<file path="config.mk">
export PLATFORM = sky130hd
export DESIGN_NAME = tnf_ctrl
export DESIGN_NICKNAME = d
export VERILOG_FILES = /design/src/rtl/core/tnf_pkg.sv /design/src/rtl/core/tnf_ctrl.sv
export SDC_FILE = /design/constraint.sdc
export NUM_CORES = 1
export LEC_CHECK = 0
export BUFFER_PORTS_ARGS = -buffer_cell sky130_fd_sc_hd__buf_4
export CAP_MARGIN = 10
export CORE_MARGIN = 1
export CORE_UTILIZATION = 35
export CTS_CLUSTER_DIAMETER = 150
export CTS_CLUSTER_SIZE = 25
export DETAILED_ROUTE_END_ITERATION = 10
export PLACE_DENSITY_LB_ADDON = 0.25
export SLEW_MARGIN = 20
export SYNTH_ARGS = -nofsm -noshare
export SYNTH_HDL_FRONTEND = slang
export SYNTH_SLANG_ARGS = --single-unit
</file>
<file path="constraint.sdc">
create_clock -name clk -period 4.16 [get_ports clk]
set_input_delay 0.832 -clock clk [delete_from_list [all_inputs] [get_ports clk]]
set_output_delay 0.832 -clock clk [all_outputs]
set_load 0.02 [all_outputs]
</file>
<file path="src/rtl/core/tnf_pkg.sv">
// Shared types and constants for the triangle normal and tangent frame unit.
// Used by tnf_ctrl, tnf_datapath and triangle_normal_tangent_frame_unit; no dependencies.
package tnf_pkg;

  // One triangle corner request.
  typedef struct packed {
    logic signed [31:0] pos_x;
    logic signed [31:0] pos_y;
    logic signed [31:0] pos_z;
    logic signed [15:0] tex_u;
    logic signed [15:0] tex_v;
  } corner_t;

  // One face frame result.
  typedef struct packed {
    logic signed [15:0] normal_x;
    logic signed [15:0] normal_y;
    logic signed [15:0] normal_z;
    logic signed [31:0] tangent_x;
    logic signed [31:0] tangent_y;
    logic signed [31:0] tangent_z;
    logic signed [31:0] bitangent_x;
    logic signed [31:0] bitangent_y;
    logic signed [31:0] bitangent_z;
    logic               uv_degenerate;
  } result_t;

  localparam int EPS_W = 25;
  localparam logic [EPS_W-1:0] EPS_RESET = 25'd17;

  // Datapath operation codes.
  localparam logic [4:0] OP_NOP    = 5'd0;
  localparam logic [4:0] OP_LOAD   = 5'd1;
  localparam logic [4:0] OP_EDGE   = 5'd2;
  localparam logic [4:0] OP_ESHIFT = 5'd3;
  localparam logic [4:0] OP_MUL    = 5'd4;
  localparam logic [4:0] OP_ACC    = 5'd5;
  localparam logic [4:0] OP_CSHIFT = 5'd6;
  localparam logic [4:0] OP_SQINIT = 5'd7;
  localparam logic [4:0] OP_SQSTEP = 5'd8;
  localparam logic [4:0] OP_DEGEN  = 5'd9;
  localparam logic [4:0] OP_DINIT  = 5'd10;
  localparam logic [4:0] OP_DSTEP  = 5'd11;
  localparam logic [4:0] OP_DEND   = 5'd12;
  localparam logic [4:0] OP_UMUL   = 5'd13;
  localparam logic [4:0] OP_UACC   = 5'd14;
  localparam logic [4:0] OP_OUT    = 5'd15;

  // Product selects for the shared 31x31 multiplier.
  localparam logic [3:0] K_X0A  = 4'd0;  // a1*a5
  localparam logic [3:0] K_X0B  = 4'd1;  // a2*a4
  localparam logic [3:0] K_X1A  = 4'd2;  // a2*a3
  localparam logic [3:0] K_X1B  = 4'd3;  // a0*a5
  localparam logic [3:0] K_X2A  = 4'd4;  // a0*a4
  localparam logic [3:0] K_X2B  = 4'd5;  // a1*a3
  localparam logic [3:0] K_SQ0  = 4'd6;
  localparam logic [3:0] K_SQ1  = 4'd7;
  localparam logic [3:0] K_SQ2  = 4'd8;
  localparam logic [3:0] K_DETA = 4'd9;  // du1*dv2
  localparam logic [3:0] K_DETB = 4'd10; // du2*dv1

  // Product selects for the edge by UV multiplier.
  localparam logic [3:0] U_TA = 4'd0; // e[i]*dv2
  localparam logic [3:0] U_TB = 4'd1; // e[3+i]*dv1
  localparam logic [3:0] U_BA = 4'd2; // e[3+i]*du1
  localparam logic [3:0] U_BB = 4'd3; // e[i]*du2

  // Divider source and destination selects.
  localparam logic [3:0] DSEL_NORMAL = 4'd0;
  localparam logic [3:0] DSEL_TAN    = 4'd1;
  localparam logic [3:0] DSEL_BITAN  = 4'd2;

  localparam logic [4:0] ITER_LAST = 5'd31;

  typedef struct packed {
    logic [4:0] op;
    logic [3:0] sel;
    logic [1:0] comp;
  } cmd_t;

  typedef struct packed {
    logic e_big;
    logic c_shift;
  } stat_t;

endpackage

</file>
<file path="src/rtl/core/tnf_ctrl.sv">
// Sequencer for the face frame unit: corner counting, operation sequencing, result valid.
// Depends on tnf_pkg; drives tnf_datapath through cmd_t and reads stat_t.
module tnf_ctrl (
  input  logic           clk,
  input  logic           rst,
  input  logic           in_valid,
  output logic           in_ready,
  input  logic           out_ready,
  output logic           out_valid,
  input  tnf_pkg::stat_t stat,
  output tnf_pkg::cmd_t  cmd
);

  localparam logic [3:0] S_IDLE   = 4'd0;
  localparam logic [3:0] S_EDGE   = 4'd1;
  localparam logic [3:0] S_ESHIFT = 4'd2;
  localparam logic [3:0] S_MUL    = 4'd3;
  localparam logic [3:0] S_ACC    = 4'd4;
  localparam logic [3:0] S_CSHIFT = 4'd5;
  localparam logic [3:0] S_SQINIT = 4'd6;
  localparam logic [3:0] S_SQRT   = 4'd7;
  localparam logic [3:0] S_DEGEN  = 4'd8;
  localparam logic [3:0] S_DINIT  = 4'd9;
  localparam logic [3:0] S_DSTEP  = 4'd10;
  localparam logic [3:0] S_DEND   = 4'd11;
  localparam logic [3:0] S_UMUL   = 4'd12;
  localparam logic [3:0] S_UACC   = 4'd13;
  localparam logic [3:0] S_OUT    = 4'd14;

  logic [3:0] state, state_next;
  logic [1:0] corners, corners_next;
  logic [3:0] k, k_next;
  logic [4:0] iter, iter_next;
  logic [1:0] comp, comp_next;
  logic       kind, kind_next;
  logic       half, half_next;
  logic       tphase, tphase_next;
  logic       out_valid_next;
  logic [3:0] dsel;

  assign in_ready = (state == S_IDLE);
  assign dsel = tphase ? (kind ? tnf_pkg::DSEL_BITAN : tnf_pkg::DSEL_TAN)
                       : tnf_pkg::DSEL_NORMAL;

  always_comb begin
    state_next     = state;
    corners_next   = corners;
    k_next         = k;
    iter_next      = iter;
    comp_next      = comp;
    kind_next      = kind;
    half_next      = half;
    tphase_next    = tphase;
    out_valid_next = out_valid & ~out_ready;
    cmd            = '0;
    cmd.op         = tnf_pkg::OP_NOP;
    case (state)
      S_IDLE: begin
        if (in_valid) begin
          cmd.op   = tnf_pkg::OP_LOAD;
          cmd.comp = corners;
          if (corners == 2'd2) begin
            corners_next = 2'd0;
            state_next   = S_EDGE;
          end else begin
            corners_next = corners + 2'd1;
          end
        end
      end
      S_EDGE: begin
        cmd.op     = tnf_pkg::OP_EDGE;
        state_next = S_ESHIFT;
      end
      S_ESHIFT: begin
        if (stat.e_big) begin
          cmd.op = tnf_pkg::OP_ESHIFT;
        end else begin
          k_next     = tnf_pkg::K_X0A;
          state_next = S_MUL;
        end
      end
      S_MUL: begin
        cmd.op     = tnf_pkg::OP_MUL;
        cmd.sel    = k;
        state_next = S_ACC;
      end
      S_ACC: begin
        cmd.op  = tnf_pkg::OP_ACC;
        cmd.sel = k;
        k_next  = k + 4'd1;
        if (k == tnf_pkg::K_X2B) begin
          state_next = S_CSHIFT;
        end else if (k == tnf_pkg::K_DETB) begin
          state_next = S_SQINIT;
        end else begin
          state_next = S_MUL;
        end
      end
      S_CSHIFT: begin
        if (stat.c_shift) begin
          cmd.op = tnf_pkg::OP_CSHIFT;
        end else begin
          state_next = S_MUL;
        end
      end
      S_SQINIT: begin
        cmd.op     = tnf_pkg::OP_SQINIT;
        iter_next  = 5'd0;
        state_next = S_SQRT;
      end
      S_SQRT: begin
        cmd.op    = tnf_pkg::OP_SQSTEP;
        iter_next = iter + 5'd1;
        if (iter == tnf_pkg::ITER_LAST) begin
          state_next = S_DEGEN;
        end
      end
      S_DEGEN: begin
        cmd.op      = tnf_pkg::OP_DEGEN;
        comp_next   = 2'd0;
        tphase_next = 1'b0;
        kind_next   = 1'b0;
        half_next   = 1'b0;
        state_next  = S_DINIT;
      end
      S_DINIT: begin
        cmd.op     = tnf_pkg::OP_DINIT;
        cmd.sel    = dsel;
        cmd.comp   = comp;
        iter_next  = 5'd0;
        state_next = S_DSTEP;
      end
      S_DSTEP: begin
        cmd.op    = tnf_pkg::OP_DSTEP;
        iter_next = iter + 5'd1;
        if (iter == tnf_pkg::ITER_LAST) begin
          state_next = S_DEND;
        end
      end
      S_DEND: begin
        cmd.op   = tnf_pkg::OP_DEND;
        cmd.sel  = dsel;
        cmd.comp = comp;
        if (!tphase) begin
          if (comp == 2'd2) begin
            tphase_next = 1'b1;
            comp_next   = 2'd0;
            state_next  = S_UMUL;
          end else begin
            comp_next  = comp + 2'd1;
            state_next = S_DINIT;
          end
        end else if (!kind) begin
          kind_next  = 1'b1;
          state_next = S_UMUL;
        end else begin
          kind_next = 1'b0;
          if (comp == 2'd2) begin
            state_next = S_OUT;
          end else begin
            comp_next  = comp + 2'd1;
            state_next = S_UMUL;
          end
        end
      end
      S_UMUL: begin
        cmd.op     = tnf_pkg::OP_UMUL;
        cmd.sel    = {2'b00, kind, half};
        cmd.comp   = comp;
        state_next = S_UACC;
      end
      S_UACC: begin
        cmd.op   = tnf_pkg::OP_UACC;
        cmd.sel  = {2'b00, kind, half};
        cmd.comp = comp;
        if (!half) begin
          half_next  = 1'b1;
          state_next = S_UMUL;
        end else begin
          half_next  = 1'b0;
          state_next = S_DINIT;
        end
      end
      S_OUT: begin
        // The result register is only reloaded once the previous result has gone.
        if (!out_valid || out_ready) begin
          cmd.op         = tnf_pkg::OP_OUT;
          out_valid_next = 1'b1;
          state_next     = S_IDLE;
        end
      end
      default: begin
        state_next = S_IDLE;
      end
    endcase
  end

  always_ff @(posedge clk) begin
    if (rst) begin
      state     <= S_IDLE;
      corners   <= 2'd0;
      k         <= 4'd0;
      iter      <= 5'd0;
      comp      <= 2'd0;
      kind      <= 1'b0;
      half      <= 1'b0;
      tphase    <= 1'b0;
      out_valid <= 1'b0;
    end else begin
      state     <= state_next;
      corners   <= corners_next;
      k         <= k_next;
      iter      <= iter_next;
      comp      <= comp_next;
      kind      <= kind_next;
      half      <= half_next;
      tphase    <= tphase_next;
      out_valid <= out_valid_next;
    end
  end

endmodule

</file>
==> results of run 1 <==
-- cells in the mapped netlist (4+ instances only) --
cell type	n	area, um^2
nor2_1	23	86.33
a21oi_1	21	105.1
dfxtp_1	21	420.4
nand2_1	17	63.81
o21ai_0	13	65.06
buf_2	6	30.03
clkbuf_1	6	22.52
inv_1	6	22.52
nand2b_1	6	37.54
nand3_1	6	30.03
nor2b_1	6	37.54
ha_1	5	62.56
nand3b_1	5	37.54
and2_1	4	25.02
nor3_1	4	20.02
-- through the flow --
step / total power, mW / utilization (%) / worst slack, ns / instances / hold slack (ns)
floorplan: 0.4163 / - / 1.721 / 204 / 0.4539
global placement: 0.4688 / 39.83 / 1.283 / 256 / 0.4830
detailed placement: 0.4675 / 39.83 / 1.269 / 256 / 0.4794
CTS: 0.6150 / 40.94 / 0.9409 / 260 / 0.4942
global route: 0.6516 / 40.94 / 0.7935 / 260 / 0.5178
finish: 0.6070 / 40.94 / 0.9311 / 260 / 0.4964
-- logic make-up after synthesis --
kind of cell               after synthesis  synth area share (%)
and+or+nand+nor                         87                 30.77
AOI/OAI and AO/OA                       66                 28.70
adders and majority gates                5                 4.136
DFF                                     21                 27.79
xor gates and xnor gates                 1                0.5791
buffers and inverters                   21                 6.451
other                                    1                0.2479
muxes                                    2                 1.323
-- critical path: cells and delay by family (launching register included) --
kind / cells / cell delay [ns]
DFF: 1 / 0.95
and+or+nand+nor: 2 / 0.56
AOI/OAI and AO/OA: 2 / 0.48
buffers and inverters: 1 / 0.13
-- state kept, by name (all words and copies together) (netlist names) --
register / count
comp: 2
corners: 2
half: 1
iter: 5
k: 4
kind: 1
out_valid: 1
state: 4
tphase: 1
-- power by group --
group	leakage [nW]	total (mW)	switching, mW	internal, mW
clock network	0.0228	0.143	0.0745	0.0686
registers	0.170	0.259	0.0469	0.212
logic	0.416	0.205	0.113	0.0920
-- metal layers --
metal  track usage [%]  part of all wire (%)  vias to the layer above
met2             25.99                    46                       24
met4             6.383                  0.90                        0
li1                  -                     -                      747
met5                 0                     0                        -
met1             21.06                    50                      651
met3             4.223                   3.3                        5
-- cell type report --
| cell class | instances | area [um^2] |
|---|---|---|
| tap | 50 | 62.56 |
| inverter | 6 | 22.52 |
| multi-input combinational | 162 | 994.7 |
| fill | 431 | 2414 |
| timing repair buffer | 17 | 127.6 |
| clock buffer | 4 | 45.04 |
| sequential | 21 | 420.4 |
-- final timing paths --
check,startpoint,endpoint,slack [ns],cells after the start
setup / recovery,state[1]$_SDFFE_PP0P_,cmd[2],0.93,5
hold reg to reg,corners[0]$_SDFFE_PP0P_,corners[0]$_SDFFE_PP0P_,0.50,2
setup reg to reg,state[3]$_SDFFE_PP0P_,state[2]$_SDFFE_PP0P_,1.84,5
hold / removal,corners[0]$_SDFFE_PP0P_,corners[0]$_SDFFE_PP0P_,0.50,2
==> impl_metrics.toml, run 1 <==
[drt]
drt_iter0_drc = 111
viasPerCell = 5.488
ant_nets = 0
routed_wl_um = 3462
drc_errors = 0
dr.pass1.iters = 4
vias = 1427
wl_per_cell_um = 13.32

[final_layout]
layout-drive-gt1-share_pct = 12.86
final_common_cell = "nor2_1"
stdcell_area_um2 = 1673
final_cell_mix = "nor2_1, a21oi_1, dfxtp_1, nand2_1, buf_4"
antenna_cells = 0
nets = 222
areaGrowthSynthToFinish_pct = 10.59

[sta]
relSlewSlack_pct = 30.88
period_needed_ns = 3.229
skew_ns = 0.001687
fmax_mhz = 309.7
setup_viol = 0
setup_tns_ns = 0
final-hold-violation-count = 0
report.final.slew_viol_count = 0
worstMarginPinSlew_ns = 1.035
grt_setup_unrepaired = "no"
period_share_pct = 77.62

[power_and_ir_drop]
power_leakage_nw = 0.6085
power_density_nw_per_um2 = 362.9
vdd_drop_max_mv = 0.2050

[floorplan]
pin_count = 19
die_h_um = 67.74
initial_core_util_pct = 37.02
core-area_um2 = 4086
fp.dieW_um = 67.74
die-area_um2 = 4589
row_count = 23

[yosys]
synth_cell_type_count = 53
syn_avg_cell_area_um2 = 7.415
synth_top_flop_cell = "dfxtp_1"
ys_seq_area_share_pct = 27.79
synth_warnings = 0
async_flop_share_pct = 0
ys_seq_elements = 21
synth_cells = 204
synth_area_um2 = 1513
synth_edf_count = 0
syn_nets = 215

[cts]
postCtsSetupBuffers = 0
cts_resized = 0
ctsLongestPathBuffers = 2
cts-hold-fix-buffers = 0
cts_sinks = 21
cts_made_buffers = 3
cts_tree = "done"
cts_root_buffer = "clkbuf_8"
htreeDepth = 1
cts.reportedPaths.clkPinSlew_ns = 0.08
clock_insertion_delay_worst_skew_ns = 0.27

[run]
maxCapViolCount = 0

[critical_path]
required_ns = 3.33
crit_chain = "nand2_1, or2_1, a21oi_1, a221o_1, buf_4"
cp_max_fo = 31
crit_type = "register to output pin"
slowest_stage = "dfxtp_1"
slowest_delay_ns = 0.95
crit_path_end_kind = "output pin"
startpoint_type = "register"
critical_path_arrival_ns = 2.40

[placed_design]
place_area_um2 = 1628
port_buffers = 17
gp_congestion = 0.7848
hpwl_um = 2317

[outcome]
outcome = "finished, final reports clean"

[grt]
grt_pass1_wl_um = 5678
antenna_found_initial = 0
grt_remaining_overflow = 0
grt_pass1_vias = 1266
grtUsageTotal_pct = 16.44
grt_max_degree = 33

[worst_hold_path]
hold_class = "register to register"
No activity file was read; power rests on OpenSTA's default activity.
==> run 2: changes to the inputs <==
clock period = 2.71 ns   (was 4.16 ns; I/O delays follow)
==> impl_metrics.toml, run 2 (same netlist as run 1, synthesis figures left out) <==
[grt]
grt_remaining_overflow = 0
grt_pass1_vias = 1335
antenna_found_initial = 0
grtUsageTotal_pct = 17.57
grt_max_degree = 29
grt_pass1_wl_um = 6030

[final_layout]
final_common_cell = "nor2_1"
areaGrowthSynthToFinish_pct = 13.15
nets = 227
top_register = "iter"
largest_reg_flops = 5
largestRegisters = "iter x5, k x4, state x4"
layout-drive-gt1-share_pct = 15.35
final_cell_mix = "nor2_1, buf_4, a21oi_1, dfxtp_1, nand2_1"
antenna_cells = 0

[power_and_ir_drop]
p_sw_share_pct = 38.92
power_density_nw_per_um2 = 555.4
vdd_drop_max_mv = 0.2930
power.share.clock_pct = 22.8
power_leakage_nw = 0.6383
internal_power_mw = 0.5807
seq_power_share_pct = 36.7
combPwrFrac_pct = 40.5
p_sw_mw = 0.3700

[critical_path]
r2r_slack_ns = 0.80
crit_path_end_kind = "output pin"
critical_path_arrival_ns = 1.91
required_ns = 2.17
startpoint_type = "register"
slowest_stage = "dfxtp_1"
rr_worst_depth = 6
cp_num_cells = 4
crit_family = "flip-flops"
r2r_end = "state[2]$_SDFFE_PP0P_"
r2r-start = "state[3]$_SDFFE_PP0P_"
crit_type = "register to output pin"
critical_path_buf_inv_count = 1
cp_max_fo = 13
crit_chain = "or3b_4, a21oi_1, a221o_1, buf_4"
slowest_delay_ns = 0.58

[cts]
cts_resized = 0
cts_tree = "done"
ctsLongestPathBuffers = 2
cts-hold-fix-buffers = 0
postCtsSetupBuffers = 0
htreeDepth = 1
cts_root_buffer = "clkbuf_8"
cts_made_buffers = 3
cts.reportedPaths.clkPinSlew_ns = 0.09
clock_insertion_delay_worst_skew_ns = 0.27
cts_sinks = 21

[sta]
final-hold-violation-count = 0
period_share_pct = 90.39
fin_ws_ns = 0.2603
fmax_mhz = 408.2
grt_setup_unrepaired = "no"
setup_viol = 0
setup_tns_ns = 0
report.final.slew_viol_count = 0
period_needed_ns = 2.450
worstMarginPinSlew_ns = 0.4900
skew_ns = 0.008951
relSlewSlack_pct = 67.06

[drt]
viasPerCell = 5.426
dr.pass1.iters = 4
routed_wl_um = 3504
drt_iter0_drc = 80
vias = 1438
drc_errors = 0
ant_nets = 0
wl_per_cell_um = 13.22

[floorplan]
row_count = 23
pin_count = 19
die_h_um = 67.74
core-area_um2 = 4086
initial_core_util_pct = 37.02
die-area_um2 = 4589
fp.dieW_um = 67.74

[worst_hold_path]
hold_class = "register to register"
whs_path_depth = 2
hp-start = "iter[3]$_SDFFE_PP0P_"
min_to = "iter[3]$_SDFFE_PP0P_"

[placed_design]
hpwl_um = 2473
gp_congestion = 0.7647
port_buffers = 17
dpl_worst_slack_ns = 0.5684

[run]
maxCapViolCount = 0

[outcome]
outcome = "finished, final reports clean"
-- run 2: cell count changes in the layout (fill, tap and decap cells not counted) --
cell,change
buf_4,+5
clkbuf_1,-1
clkinv_2,+1
-- run 2: routing by layer --
layer,track usage (%),part of all wire [%]
met1,23.76,52
met2,27.97,45
met5,0,0
met3,3.547,2.1
met4,4.787,1.0
-- run 2: worst max path at each step --
stage / start / to / slack [ns]
finish: state[2]$_SDFFE_PP0P_ / cmd[2] / 0.26
global route: state[2]$_SDFFE_PP0P_ / cmd[2] / 0.11
CTS: state[2]$_SDFFE_PP0P_ / cmd[2] / 0.26
detailed placement: state[2]$_SDFFE_PP0P_ / cmd[2] / 0.57
global placement: out_ready / cmd[7] / 0.61
floorplan: state[1]$_SDFFE_PP0P_ / cmd[9] / 0.60
-- run 2: area by class of cell --
type                            instances  area (um^2)
Inverter                                6        22.52
Tap cell                               50        62.56
Sequential cell                        21        420.4
Fill cell                             450         2375
Multi-Input combinational cell        162        994.7
Clock inverter                          1        5.005
Timing Repair Buffer                   22        165.2
Clock buffer                            3        41.29
-- run 2: power groups by stage --
stage                     combinational (mW)  clock (mW)  sequential [mW]
after floorplan                        0.288           0            0.351
after global placement                 0.384           0            0.356
after detailed placement               0.386           0            0.356
after CTS                              0.388       0.231            0.348
after global routing                   0.429       0.240            0.353
final                                  0.385       0.217            0.349
-- run 2: stage by stage --
stage / power, mW / hold WS, ns / area (um^2) / std cells / utilization (%)
after floorplan: 0.6390 / 0.4539 / 1513 / 204 / -
after global placement: 0.7405 / 0.4787 / 1665 / 261 / 40.75
after detailed placement: 0.7423 / 0.4875 / 1665 / 261 / 40.75
after CTS: 0.9664 / 0.5012 / 1712 / 265 / 41.89
after global routing: 1.023 / 0.5414 / 1712 / 265 / 41.89
final: 0.9507 / 0.4974 / 1712 / 265 / 41.89
-- run 2: worst reg2reg max path: cells and delay by family, from the launching register on --
family | cells | cell delay (ns)
buffers and inverters | 1 | 0.21
AO/OA/AOI/OAI | 4 | 0.91
AND/OR/NAND/NOR | 1 | 0.22
flip-flops | 1 | 0.50
==> run 3: changes to the inputs <==
BUFFER_PORTS_ARGS = -buffer_cell sky130_fd_sc_hd__buf_2   (was -buffer_cell sky130_fd_sc_hd__buf_4)
CTS_CLUSTER_DIAMETER = default   (was 150)
==> impl_metrics.toml, run 3 (same netlist as run 1, synthesis figures left out) <==
[outcome]
outcome = "finished, final reports clean"

[final_layout]
fillers = 433
final_common_cell = "nor2_1"
final_cell_mix = "nor2_1, a21oi_1, dfxtp_1, nand2_1, buf_2"
largest_reg_flops = 5
largestRegisters = "iter x5, k x4, state x4"
top_register = "iter"
layout-drive-gt1-share_pct = 15.81
nets = 227
antenna_cells = 0
areaGrowthSynthToFinish_pct = 10.42

[sta]
fmax_mhz = 414.5
skew_ns = 0.006884
fin_ws_ns = 0.2973
period_needed_ns = 2.413
report.final.slew_viol_count = 0
setup_tns_ns = 0
worstMarginPinSlew_ns = 0.4975
relSlewSlack_pct = 66.56
setup_viol = 0
period_share_pct = 89.03
grt_setup_unrepaired = "no"
final-hold-violation-count = 0

[critical_path]
required_ns = 2.17
r2r_end = "state[2]$_SDFFE_PP0P_"
startpoint_type = "register"
crit_path_end_kind = "output pin"
critical_path_buf_inv_count = 2
cp_max_fo = 13
crit_family = "simple AND/OR/NAND/NOR gates"
slowest_stage = "nor4_2"
cp_num_cells = 4
crit_type = "register to output pin"
rr_worst_depth = 6
r2r_slack_ns = 0.64
r2r-start = "state[3]$_SDFFE_PP0P_"
cp-endpoint = "cmd[1]"
slowest_delay_ns = 0.50
critical_path_arrival_ns = 1.87
critPathLaunch = "state[3]$_SDFFE_PP0P_"
crit_chain = "buf_4, nor4_2, a32o_1, buf_2"

[grt]
antenna_found_initial = 0
grt_pass1_wl_um = 5747
grt_pass1_vias = 1294
grt_max_degree = 25
grtUsageTotal_pct = 16.68
grt_remaining_overflow = 0

[run]
maxCapViolCount = 0

[cts]
postCtsSetupBuffers = 0
ctsLongestPathBuffers = 2
cts_sinks = 21
cts_root_buffer = "clkbuf_8"
clock_insertion_delay_worst_skew_ns = 0.27
cts_tree = "done"
cts_made_buffers = 3
cts.reportedPaths.clkPinSlew_ns = 0.08
cts_resized = 0
cts-hold-fix-buffers = 0
htreeDepth = 1

[floorplan]
die_h_um = 67.74
fp.dieW_um = 67.74
row_count = 23
die-area_um2 = 4589
initial_core_util_pct = 37.02
core-area_um2 = 4086
pin_count = 19

[placed_design]
port_buffers = 17
gp_congestion = 0.8348
hpwl_um = 2484
dpl_worst_slack_ns = 0.4283

[power_and_ir_drop]
power_leakage_nw = 0.6330
vdd_drop_max_mv = 0.4726
p_total_mw = 0.9297
power_density_nw_per_um2 = 556.6

[worst_hold_path]
hold_class = "register to register"

[drt]
ant_nets = 0
drt_iter0_drc = 81
drc_errors = 0
routed_wl_um = 3549
dr.pass1.iters = 4
viasPerCell = 5.479
wl_per_cell_um = 13.39
vias = 1452
-- run 3: worst reg2reg max path, cell delays in order, from the launching register on --
cell and delay, ns:
dfxtp_1 0.61, buf_4 0.26, and4b_1 0.23, a31oi_2 0.24, o221a_2 0.31, a21boi_1 0.09
o31a_1 0.23
-- run 3: area by class of cell --
type,count,area [um^2],share of cell area (%)
inverter,6,22.52,1.348
timing repair buffer,22,122.6,7.341
sequential,21,421.7,25.24
multi-input combinational,162,994.7,59.55
tap,50,62.56,3.745
clock buffer,3,41.29,2.472
clock inverter,1,5.005,0.2996
-- run 3: layer usage --
metal  part of all wire (%)  global-route usage (%)  vias to the layer above
met2                     47                   27.10                       26
li1                       -                       -                      758
met3                    3.4                   3.547                        4
met4                    1.3                   6.383                        0
met1                     49                   21.26                      664
met5                      0                       0                        -
-- run 3: power breakdown --
part           internal [mW]  switching (mW)  leakage [nW]  total, mW
sequential             0.327          0.0448         0.170      0.372
combinational          0.135           0.208         0.438      0.342
clock                  0.103           0.113        0.0255      0.216
-- run 3: worst min-delay path by stage --
stage                                  startpoint                 endpoint  cells after the start
after floorplan              iter[3]$_SDFFE_PP0P_     iter[3]$_SDFFE_PP0P_                      2
after global placement       iter[3]$_SDFFE_PP0P_     iter[3]$_SDFFE_PP0P_                      2
after detailed placement     iter[3]$_SDFFE_PP0P_     iter[3]$_SDFFE_PP0P_                      2
after CTS                    iter[3]$_SDFFE_PP0P_     iter[3]$_SDFFE_PP0P_                      2
after global routing         comp[1]$_SDFFE_PP0P_     comp[1]$_SDFFE_PP0P_                      2
final                     corners[0]$_SDFFE_PP0P_  corners[0]$_SDFFE_PP0P_                      2
-- run 3: per-stage QoR --
stage	instance area (um^2)	utilization [%]	std cells	hold slack, ns
final	1670	40.88	265	0.5027
after global routing	1670	40.88	265	0.5407
after CTS	1669	40.85	265	0.4976
after detailed placement	1623	39.71	261	0.4851
after global placement	1623	39.71	261	0.4823
after floorplan	1513	-	204	0.4539
